File: src/rtl/cas_pkg.sv
// cas_pkg: shared types and constants for the compacting array store.
// Used by cas_cell, compacting_array_store and cas_checker. No dependencies.
`default_nettype none

package cas_pkg;

    // Field widths fixed by the interface
    localparam int VAL_W = 32;
    localparam int POS_W = 6;
    localparam int CNT_W = 7;
    localparam int CAP_W = 8;
    localparam int CFG_W = 7;

    // Capacity after reset and its saturation ceiling
    localparam logic [CFG_W-1:0] CAP_RESET = 7'd5;
    localparam logic [CAP_W-1:0] CAP_MAX   = 8'hFF;

    // Register index of initial_capacity
    localparam logic REG_INIT_CAP = 1'b0;

    // Operation codes
    typedef enum logic [1:0] {
        OP_PUSH   = 2'd0,
        OP_REMOVE = 2'd1,
        OP_READ   = 2'd2
    } t_op;

    // Command broadcast to every cell of the chain
    typedef struct packed {
        logic                    push;
        logic                    remove;
        logic signed [VAL_W-1:0] value;
        logic [POS_W-1:0]        pos;
    } t_cell_cmd;

endpackage

`default_nettype wire

File: src/rtl/cas_cell.sv
// cas_cell: one entry of the store, plus one stage of the read collection chain.
// Depends on cas_pkg.
`default_nettype none

module cas_cell #(
    parameter int FW  = 7,
    parameter int IDX = 0
) (
    input  wire                               i_clk,
    input  cas_pkg::t_cell_cmd                i_cmd,
    input  wire  [FW-1:0]                     i_fill,
    input  wire  signed [cas_pkg::VAL_W-1:0]  i_next,
    input  wire  signed [cas_pkg::VAL_W-1:0]  i_rd_prev,
    output logic signed [cas_pkg::VAL_W-1:0]  o_entry,
    output logic signed [cas_pkg::VAL_W-1:0]  o_rd
);

    localparam logic [FW-1:0]                  MY_IDX   = FW'(IDX);
    localparam logic [FW+cas_pkg::POS_W-1:0]   MY_IDX_X = (FW + cas_pkg::POS_W)'(IDX);

    logic signed [cas_pkg::VAL_W-1:0] r_entry;
    logic signed [cas_pkg::VAL_W-1:0] r_rd;
    logic [FW+cas_pkg::POS_W-1:0]     pos_x;
    logic                             hit_pos;

    assign pos_x   = {{FW{1'b0}}, i_cmd.pos};
    assign hit_pos = (MY_IDX_X == pos_x);

    // Entry: written by a push at the fill point, shifted down on a remove
    always_ff @(posedge i_clk) begin
        if (i_cmd.push && (i_fill == MY_IDX)) begin
            r_entry <= i_cmd.value;
        end else if (i_cmd.remove && (MY_IDX_X >= pos_x)) begin
            r_entry <= i_next;
        end
    end

    // Read chain: the selected entry enters here and moves up one cell a cycle
    always_ff @(posedge i_clk) begin
        r_rd <= hit_pos ? r_entry : i_rd_prev;
    end

    assign o_entry = r_entry;
    assign o_rd    = r_rd;

endmodule

`default_nettype wire

File: src/rtl/compacting_array_store.sv
// compacting_array_store: top level, control, configuration port and cell chain.
// Depends on cas_pkg and cas_cell.
//
// A packed array of DEPTH signed 32-bit entries held in a row of cells.
// Push and remove finish in the cycle the request is accepted: every cell
// decides for itself whether to load the new value or its upper neighbour's
// entry, so a remove compacts the whole array at once, and the result is
// ready in the output register on the next cycle. An accepted read walks
// the selected entry up the cell chain one cell per cycle, and the result is
// taken from the top cell at the end of the walk; a refused read finishes like
// a push. One request is in flight at a time, and a new request is taken
// while the previous result is being collected. Writing initial_capacity
// also reloads the current logical capacity.
`default_nettype none

module compacting_array_store #(
    parameter int DEPTH = 64
) (
    input  wire                               i_clk,
    input  wire                               i_rst_n,
    // request channel
    input  wire                               i_in_valid,
    output logic                              o_in_ready,
    input  wire  [1:0]                        i_op,
    input  wire  signed [cas_pkg::VAL_W-1:0]  i_value,
    input  wire  [cas_pkg::POS_W-1:0]         i_position,
    // result channel
    output logic                              o_out_valid,
    input  wire                               i_out_ready,
    output logic                              o_accepted,
    output logic signed [cas_pkg::VAL_W-1:0]  o_read_value,
    output logic [cas_pkg::CNT_W-1:0]         o_count,
    output logic [cas_pkg::CAP_W-1:0]         o_logical_capacity,
    // configuration port
    input  wire                               psel,
    input  wire                               penable,
    input  wire                               pwrite,
    input  wire  [2:0]                        paddr,
    input  wire  [31:0]                       pwdata,
    output logic [31:0]                       prdata,
    output logic                              pready
);

    localparam int FW   = $clog2(DEPTH + 1);
    localparam int PW   = cas_pkg::POS_W;
    localparam int CW   = cas_pkg::CAP_W;
    localparam int NW   = cas_pkg::CNT_W;

    typedef enum logic [1:0] {
        ST_IDLE = 2'b01,
        ST_READ = 2'b10
    } t_state;

    // state
    t_state                       r_state, n_state;
    logic [FW-1:0]                r_fill, n_fill;
    logic [CW-1:0]                r_cap, n_cap;
    logic [cas_pkg::CFG_W-1:0]    r_init_cap;
    logic [FW-1:0]                r_walk, n_walk;
    logic [PW-1:0]                r_pos, n_pos;

    // output register
    logic                         r_out_valid, n_out_valid;
    logic                         r_acc, n_acc;
    logic signed [cas_pkg::VAL_W-1:0] r_rdv, n_rdv;
    logic [NW-1:0]                r_cnt, n_cnt;
    logic [CW-1:0]                r_capo, n_capo;

    logic                         take;
    logic                         pos_ok;
    logic                         full;
    logic                         do_push, do_rem, do_read;
    logic [FW-1:0]                fill_inc;
    logic [CW:0]                  cap_dbl;
    logic [FW+NW-1:0]             cnt_x;
    logic                         cfg_wr;
    cas_pkg::t_cell_cmd           cmd;

    logic signed [cas_pkg::VAL_W-1:0] w_entry [DEPTH];
    logic signed [cas_pkg::VAL_W-1:0] w_rd    [DEPTH];

    // request decode
    assign o_in_ready = (r_state == ST_IDLE) && (!r_out_valid || i_out_ready);
    assign take       = i_in_valid && o_in_ready;
    assign pos_ok     = {{FW{1'b0}}, i_position} < {{PW{1'b0}}, r_fill};
    assign full       = (r_fill == FW'(DEPTH));
    assign do_push    = take && (i_op == cas_pkg::OP_PUSH) && !full;
    assign do_rem     = take && (i_op == cas_pkg::OP_REMOVE) && pos_ok;
    assign do_read    = take && (i_op == cas_pkg::OP_READ) && pos_ok;
    assign fill_inc   = r_fill + 1'b1;
    assign cap_dbl    = {r_cap, 1'b0};

    // configuration write
    assign cfg_wr = psel && penable && pwrite && pready &&
                    (paddr[2] == cas_pkg::REG_INIT_CAP);

    // control and result
    always_comb begin
        n_state     = r_state;
        n_fill      = r_fill;
        n_cap       = r_cap;
        n_walk      = r_walk;
        n_pos       = r_pos;
        n_out_valid = r_out_valid;
        n_acc       = r_acc;
        n_rdv       = r_rdv;
        n_cnt       = r_cnt;
        n_capo      = r_capo;

        if (r_out_valid && i_out_ready) begin
            n_out_valid = 1'b0;
        end

        if (do_push) begin
            n_fill = fill_inc;
            if ({{CW{1'b0}}, fill_inc} == {{FW{1'b0}}, r_cap}) begin
                n_cap = cap_dbl[CW] ? cas_pkg::CAP_MAX : cap_dbl[CW-1:0];
            end
        end else if (do_rem) begin
            n_fill = r_fill - 1'b1;
        end

        cnt_x = {{NW{1'b0}}, n_fill};

        case (r_state)
            ST_IDLE: begin
                if (do_read) begin
                    n_state = ST_READ;
                    n_pos   = i_position;
                    n_walk  = FW'(DEPTH);
                end else if (take) begin
                    n_out_valid = 1'b1;
                    n_acc       = do_push || do_rem;
                    n_rdv       = '0;
                    n_cnt       = cnt_x[NW-1:0];
                    n_capo      = n_cap;
                end
            end
            ST_READ: begin
                // wait for the selected entry to reach the end of the chain
                if (r_walk == '0) begin
                    n_state     = ST_IDLE;
                    n_out_valid = 1'b1;
                    n_acc       = 1'b1;
                    n_rdv       = w_rd[DEPTH-1];
                    n_cnt       = cnt_x[NW-1:0];
                    n_capo      = r_cap;
                end else begin
                    n_walk = r_walk - 1'b1;
                end
            end
            default: begin
                n_state = ST_IDLE;
            end
        endcase

        if (cfg_wr) begin
            n_cap = {1'b0, pwdata[cas_pkg::CFG_W-1:0]};
        end
    end

    // control registers
    always_ff @(posedge i_clk) begin
        if (!i_rst_n) begin
            r_state     <= ST_IDLE;
            r_fill      <= '0;
            r_cap       <= {1'b0, cas_pkg::CAP_RESET};
            r_init_cap  <= cas_pkg::CAP_RESET;
            r_walk      <= '0;
            r_out_valid <= 1'b0;
        end else begin
            r_state     <= n_state;
            r_fill      <= n_fill;
            r_cap       <= n_cap;
            r_walk      <= n_walk;
            r_out_valid <= n_out_valid;
            if (cfg_wr) begin
                r_init_cap <= pwdata[cas_pkg::CFG_W-1:0];
            end
        end
    end

    // payload registers
    always_ff @(posedge i_clk) begin
        r_pos  <= n_pos;
        r_acc  <= n_acc;
        r_rdv  <= n_rdv;
        r_cnt  <= n_cnt;
        r_capo <= n_capo;
    end

    // command to the chain; during a read walk the latched index selects
    always_comb begin
        cmd.push   = do_push;
        cmd.remove = do_rem;
        cmd.value  = i_value;
        cmd.pos    = (r_state == ST_READ) ? r_pos : i_position;
    end

    // cell chain
    for (genvar g = 0; g < DEPTH; g++) begin : g_cell
        logic signed [cas_pkg::VAL_W-1:0] next_entry;
        logic signed [cas_pkg::VAL_W-1:0] rd_prev;

        if (g == DEPTH - 1) begin : g_top
            assign next_entry = '0;
        end else begin : g_mid
            assign next_entry = w_entry[g+1];
        end

        if (g == 0) begin : g_first
            assign rd_prev = '0;
        end else begin : g_rest
            assign rd_prev = w_rd[g-1];
        end

        cas_cell #(
            .FW  (FW),
            .IDX (g)
        ) u_cell (
            .i_clk     (i_clk),
            .i_cmd     (cmd),
            .i_fill    (r_fill),
            .i_next    (next_entry),
            .i_rd_prev (rd_prev),
            .o_entry   (w_entry[g]),
            .o_rd      (w_rd[g])
        );
    end

    // register read-back
    assign prdata = (paddr[2] == cas_pkg::REG_INIT_CAP) ?
                    {{(32 - cas_pkg::CFG_W){1'b0}}, r_init_cap} : 32'd0;
    assign pready = 1'b1;

    assign o_out_valid        = r_out_valid;
    assign o_accepted         = r_acc;
    assign o_read_value       = r_rdv;
    assign o_count            = r_cnt;
    assign o_logical_capacity = r_capo;

endmodule

`default_nettype wire

File: config.mk
export PLATFORM = sky130hd
export DESIGN_NAME = compacting_array_store
export DESIGN_NICKNAME = d
export VERILOG_FILES = /design/src/rtl/cas_pkg.sv /design/src/rtl/cas_cell.sv /design/src/rtl/compacting_array_store.sv
export SDC_FILE = /design/constraint.sdc
export NUM_CORES = 2
export LEC_CHECK = 0
export BUFFER_PORTS_ARGS = -buffer_cell sky130_fd_sc_hd__buf_2
export CAP_MARGIN = 20
export CELL_PAD_IN_SITES_DETAIL_PLACEMENT = 0
export CELL_PAD_IN_SITES_GLOBAL_PLACEMENT = 1
export CORE_AREA = 2 2 525 527
export DETAILED_ROUTE_END_ITERATION = 6
export DIE_AREA = 0 0 527 529
export GPL_TIMING_DRIVEN = 0
export PLACE_DENSITY_LB_ADDON = 0.1
export SLEW_MARGIN = 20
export SYNTH_ARGS = -nofsm -noshare
export SYNTH_HDL_FRONTEND = slang
export SYNTH_SLANG_ARGS = --single-unit
File: constraint.sdc
create_clock -name i_clk -period 16.4 [get_ports i_clk]
set_input_delay 0.82 -clock i_clk [delete_from_list [all_inputs] [get_ports i_clk]]
set_output_delay 0.82 -clock i_clk [all_outputs]
set_load 0.02 [all_outputs]
# Word level (Yosys, flattened, before mapping)
# Index checks and enable logic that the tools add are counted.
[totals] output_inout_bits=83 inputBits=82 regBits=4182
[op_classes] n_eq_ne=137 muxes=226 magnitude_cmp=65 n_bitwise=2 addsub=3 reduce_logical=218
[op_table] op="32-bit 2-to-1 mux" n=194
[op_table] op="7-bit by 6-bit equality test with 1-bit output, second input constant" n=32
[op_table] op="6-bit equality test, first input constant" n=32
[op_table] op="6-bit >= comparator, first input constant" n=32
[op_table] op="1-bit logical AND" n=140
[op_table] op="2-bit nonzero test" n=65
[op_table] op="7-bit by 5-bit equality test with 1-bit output, second input constant" n=16
[op_table] op="5-bit by 6-bit equality test with 1-bit output, first input constant" n=16
[op_table] op="5-bit by 6-bit >= comparator with 1-bit output, first input constant" n=16
[op_table] op="32-bit case mux with 2 select lines" n=1
[op_table] op="7-bit 2-to-1 mux" n=9
[op_table] op="7-bit by 4-bit equality test with 1-bit output, second input constant" n=8
[op_table] op="4-bit by 6-bit equality test with 1-bit output, first input constant" n=8
[op_table] op="4-bit by 6-bit >= comparator with 1-bit output, first input constant" n=8
[op_table] op="8-bit 2-to-1 mux" n=6
[op_table] op="7-bit by 3-bit equality test with 1-bit output, second input constant" n=4
[op_table] op="7-bit case mux with 2 select lines" n=2
[op_table] op="3-bit by 6-bit equality test with 1-bit output, first input constant" n=4
[op_table] op="3-bit by 6-bit >= comparator with 1-bit output, first input constant" n=4
[op_table] op="8-bit case mux with 2 select lines" n=1
[op_table] op="7-bit by 2-bit equality test with 1-bit output, second input constant" n=2
[op_table] op="7-bit zero test" n=2
[op_table] op="7-bit by 1-bit subtractor with 7-bit output, second input constant" n=2
[op_table] op="13-bit zero test" n=1
[op_table] op="other kinds (25)" n=46

# Logic depth before layout (Yosys ltp)
[depth] word_depth=11 ltp_mapped=13

# Least setup slack after synthesis
# OpenSTA, ideal clock, no wires.
[synth_timing] path_type="input -> register" from="input i_position[5] in the netlist's numbering" to="register r_acc (netlist: o_accepted), enable pin" setup_ns=0.526 arrival_time_ns=5.575 path_slack_ns=10.299 cell_stages=7 path_cell_list="ha_1 nand4b_1 o32a_1 clkbuf_1 nand2_1 nand3_1 a211oi_1"
[synth_via] elab_chain_len=4
[synth_lines] element="start, declared" line_no="compacting_array_store.sv:26" text="input wire [cas_pkg::POS_W-1:0] i_position,"
[synth_lines] element="6-bit by 7-bit less-than comparator with 1-bit output" line_no="compacting_array_store.sv:85" text="assign pos_ok = {{FW{1'b0}}, i_position} < {{PW{1'b0}}, r_fill};"
[synth_lines] element="1-bit logical AND" line_no="compacting_array_store.sv:89" text="assign do_read = take && (i_op == cas_pkg::OP_READ) && pos_ok;"
[synth_lines] element="2-bit inequality test (no line)"
[synth_lines] element="4-bit AND reduction (no line)"
[synth_lines] element="end signal, assigned" line_no="compacting_array_store.sv:186" text="r_acc <= n_acc;"
[synth_lines] element="end, declared" line_no="compacting_array_store.sv:64" text="logic r_acc, n_acc;"
# No other way between the ends.
# A chain may end at the register's enable or synchronous reset.

# Worst setup path after layout
[layout_timing] from="register r_fill[0]" to="register g_cell[46].u_cell.r_entry (netlist bit g_cell[46].u_cell.o_entry[23]), enable pin"
[layout_via] elab_chain_len=5 elab_cells_between_ends=9 classes_between="order compare: 1; eq/ne: 2; reduce/logical: 6"
[layout_lines] element="start, declared" line_no="compacting_array_store.sv:56" text="logic [FW-1:0] r_fill, n_fill;"
[layout_lines] element="start signal, assigned" line_no="compacting_array_store.sv:173" text="r_fill <= n_fill;"
[layout_lines] element="parallel branches: the longest is 4 deep, another holds 6-bit by 7-bit less-than comparator with 1-bit output"
[layout_lines] element="2-bit nonzero test (no line) (*)"
[layout_lines] element="end signal, assigned" line_no="cas_cell.sv:32" text="r_entry <= i_cmd.value;"
[layout_lines] element="end signal, assigned" line_no="cas_cell.sv:34" text="r_entry <= i_next;"
[layout_lines] element="end, declared" line_no="cas_cell.sv:21" text="logic signed [cas_pkg::VAL_W-1:0] r_entry;"
# Every way passes the cells marked *.

==> flow_metrics.env <==
export IMPL_compound_gate_fraction_of_synth_area=0.00739
export IMPL_post_synth_main_area_contributors="edfxtp_1 40%, mux2_2 28%, dfxtp_1 26%"
export IMPL_portBuffers=79
export IMPL_synthMostInstantiatedCell="mux2_2"
export IMPL_drt_wirelength_per_cell_um=31.0
export IMPL_detail_route_antenna_nets=0
export IMPL_ys_ff_latch=4182
export IMPL_placementRows=192
export IMPL_overflow=0
export IMPL_finalHoldViolations=0
export IMPL_post_synth_cell_area_avg_um2=16.4
export IMPL_cts_hold_buffers_added=0
export IMPL_slew_limit_headroom=0.147
export IMPL_die_area_um2=279000
export IMPL_dominantRegCellSynth="edfxtp_1"
export IMPL_synth_cell_type_count=77
export IMPL_post_synth_fa_ha_maj_area_fraction=0.00103
export IMPL_vias_after_detailed_routing=82615
export IMPL_cts_setup_buffers=0
export IMPL_ctsLongestPathBuffers=4
export IMPL_synth_top_area_cell="edfxtp_1"
export IMPL_achievable_frequency_mhz=200
export IMPL_maxCapViolations=0
export IMPL_synth_xor_area_share=0.000667
export IMPL_drt_drc_violations_left=24
export IMPL_tightestPinTransition_ns=1.28
export IMPL_design_portCount=165
export IMPL_ir_drop_mv=0.0987
export IMPL_main_combinational_cell_family_by_area_after_synthesis="multiplexers"
export IMPL_placement_setup_worst_slack_ns=11.21
export IMPL_clkSlewWorstSetupHoldPaths_ns=0.06
export IMPL_number_of_global_route_vias_before_repair=85161
export IMPL_critical_path_max_fanout=18
export IMPL_violations="design-rule violations"
export IMPL_gp_congestion=0.929
export IMPL_floorplan_initialDensity=0.577
export IMPL_fin_total_pwr_w=0.0229
export IMPL_muxShareOfSynthArea=0.289
export IMPL_grt_util_all_layers=0.312
export IMPL_setup_worst_path_end_class="register"
export IMPL_synthesis_area_um2=158000
export IMPL_number_of_endpoints_failing_setup_at_the_final_stage=0
export IMPL_ys_warnings_count=0
export IMPL_grt_max_degree=33
export IMPL_drive_above_1_share=0.499
export IMPL_h_tree_depth=5
export IMPL_cp_required_ns=17.03
export IMPL_fillCellCount=19063
export IMPL_static_leakage_power_nw=67.4
export IMPL_synth_top_cells_by_count="3,971 x mux2_2, 2,102 x edfxtp_1, 2,080 x dfxtp_1"
export IMPL_pwrdens_nw_per_um2=128
export IMPL_crit_share_post_route=0.305
export IMPL_tns_ns=0
export IMPL_fin_crit_ns=4.99
export IMPL_synth_async_sr_flop_share=0
export IMPL_die_y_um=529
export IMPL_worst_hold_path_type="input port to register"
export IMPL_cts_tree="built"
export IMPL_post_dp_hpwl_um=317000
export IMPL_finalNetCount=10339
export IMPL_die_x_um=527
export IMPL_critPathKind="register to register"
export IMPL_post_place_cells=13412
export IMPL_worst_endpoint_arrival_ns=5.62
export IMPL_core_area_um2=273000
export IMPL_portion_of_synthesized_cell_area_occupied_by_the_leading_cell_type=0.401
export IMPL_unrepaired_setup_endpoints_after_global_routing="no"
export IMPL_clock_skew_final_ns=0.0403
export IMPL_post_synthesis_sequential_area_ratio=0.665
export IMPL_avgViaCountPerCell=5.81
export IMPL_status="finished with violations"
export IMPL_timing_hold_ws_ns=0.142
export IMPL_clkSinkCount=4182
export IMPL_drt_iter0_drc=7514
export IMPL_synth_simple_gate_area_frac=0.0153
export IMPL_grt_pass1_wl_um=629000
export IMPL_finalWirelength_um=441000
export IMPL_initial_antenna_violation_count=62
export IMPL_area_growth_pct=14.0
export IMPL_slew_viol_final=0
export IMPL_stdcell_count=14228
export IMPL_drt_pass1_iter_count=7
export IMPL_start_kind="register"
export IMPL_root_buffer="clkbuf_16"
export IMPL_clock_insertion_delay_worst_skew_ns=0.96
export IMPL_finalWorstSetupSlack_ns=11.41
export IMPL_cts_repair_resize_count=0
export IMPL_cells_after_synthesis=9621
export IMPL_number_of_enable_flip_flop_cells_after_synthesis=2102
export IMPL_clock_buffer_count_from_cts=415
==> worst paths after layout <==
check / startpoint / to / slack [ns] / cells after the start
min reg2reg: g_cell[8].u_cell.o_rd[25] / g_cell[9].u_cell.o_rd[25] / 0.43 / 1
min: i_position[1] / r_pos[1] / 0.14 / 1
max reg2reg: r_fill[0] / g_cell[46].u_cell.o_entry[23] / 11.41 / 9
max: r_fill[0] / g_cell[46].u_cell.o_entry[23] / 11.41 / 9
==> layout by cell type (no fill, tap or decap), types with 13 or more instances in the layout <==
cell	synthesis	routed
buf_1	97	80
nor2b_1	13	13
buf_2	291	387
and2_1	56	56
nand2_2	0	14
buf_16	0	68
buf_6	6	21
diode_2	0	38
conb_1	2	26
ha_1	13	13
bufinv_16	0	37
buf_4	34	35
and3_1	80	80
a21oi_1	48	46
nand2_1	150	136
o21ai_0	54	14
nor2_1	41	38
clkbuf_1	293	338
clkbuf_16	0	425
clkinv_2	0	79
mux2_1	62	62
clkbuf_8	0	60
clkbuf_2	0	56
clkinv_1	0	48
o21ai_4	0	38
inv_1	17	17
edfxtp_1	2102	2102
nand3_1	37	37
mux2_2	3971	3971
dfxtp_1	2080	2080
==> final cells by class <==
| cell class | count | area [µm²] | share of cell area |
|---|---|---|---|
| buffer | 721 | 3330 | 0.0186 |
| antenna | 38 | 95.1 | 0.000530 |
| sequential | 4182 | 105000 | 0.584 |
| clock buffer | 586 | 11800 | 0.0660 |
| tap | 3589 | 4490 | 0.0250 |
| inverter | 18 | 67.6 | 0.000376 |
| clock inverter | 188 | 1930 | 0.0108 |
| multi-input combinational | 4724 | 50200 | 0.280 |
| timing repair buffer | 182 | 2790 | 0.0155 |
==> where the power goes <==
| group | leakage, nW | internal [W] | total, W | switching, W |
|---|---|---|---|---|
| combinational | 24.3 | 0.000613 | 0.00130 | 0.000687 |
| clock | 6.77 | 0.00561 | 0.00970 | 0.00409 |
| sequential | 36.3 | 0.0117 | 0.0119 | 0.000264 |
==> routing by layer <==
| metal | share of wire | vias up | wire length [µm] | GRT usage |
|---|---|---|---|---|
| li1 | - | 36967 | - | - |
| met1 | 0.43 | 42004 | 188000 | 0.421 |
| met2 | 0.46 | 2834 | 203000 | 0.496 |
| met3 | 0.059 | 796 | 26100 | 0.0495 |
| met4 | 0.053 | 14 | 23200 | 0.149 |
| met5 | 0.00080 | - | 353 | 0 |
==> critical path: stages (launching register included) <==
cell,delay [ns]
dfxtp_1,0.45
inv_1,0.20
ha_1,0.16
clkbuf_1,0.93
and3_1,0.28
clkbuf_1,0.81
nand2_1,0.59
buf_1,0.60
o21ai_4,0.38
buf_16,0.23
==> kinds of logic (layout without fill, tap and decap cells) <==
logic type | Yosys count | in the layout
flip-flops | 4182 | 4182
multiplexers | 4049 | 4049
AO/OA/AOI/OAI | 178 | 178
AND/OR/NAND/NOR | 446 | 446
buffers and inverters | 739 | 1695
adder cells (fa/ha/maj) | 13 | 13
other | 2 | 64
XOR/XNOR | 12 | 12
==> registers in the layout, summed over array words and instances (netlist names) <==
name,flops
o_logical_capacity,8
r_init_cap,7
r_cap,8
o_read_value,32
r_fill,7
r_walk,7
r_state,2
r_pos,6
o_accepted,1
g_cell.u_cell.o_entry,2048
o_count,7
o_out_valid,1
g_cell.u_cell.o_rd,2048
==> through the flow <==
step / util / instance area, µm²
global route: 0.658 / 179000
finish: 0.658 / 180000
CTS: 0.657 / 179000
floorplan: - / 158000
detailed placement: 0.607 / 166000
global placement: 0.595 / 162000
(Power assumes the default switching activity.)
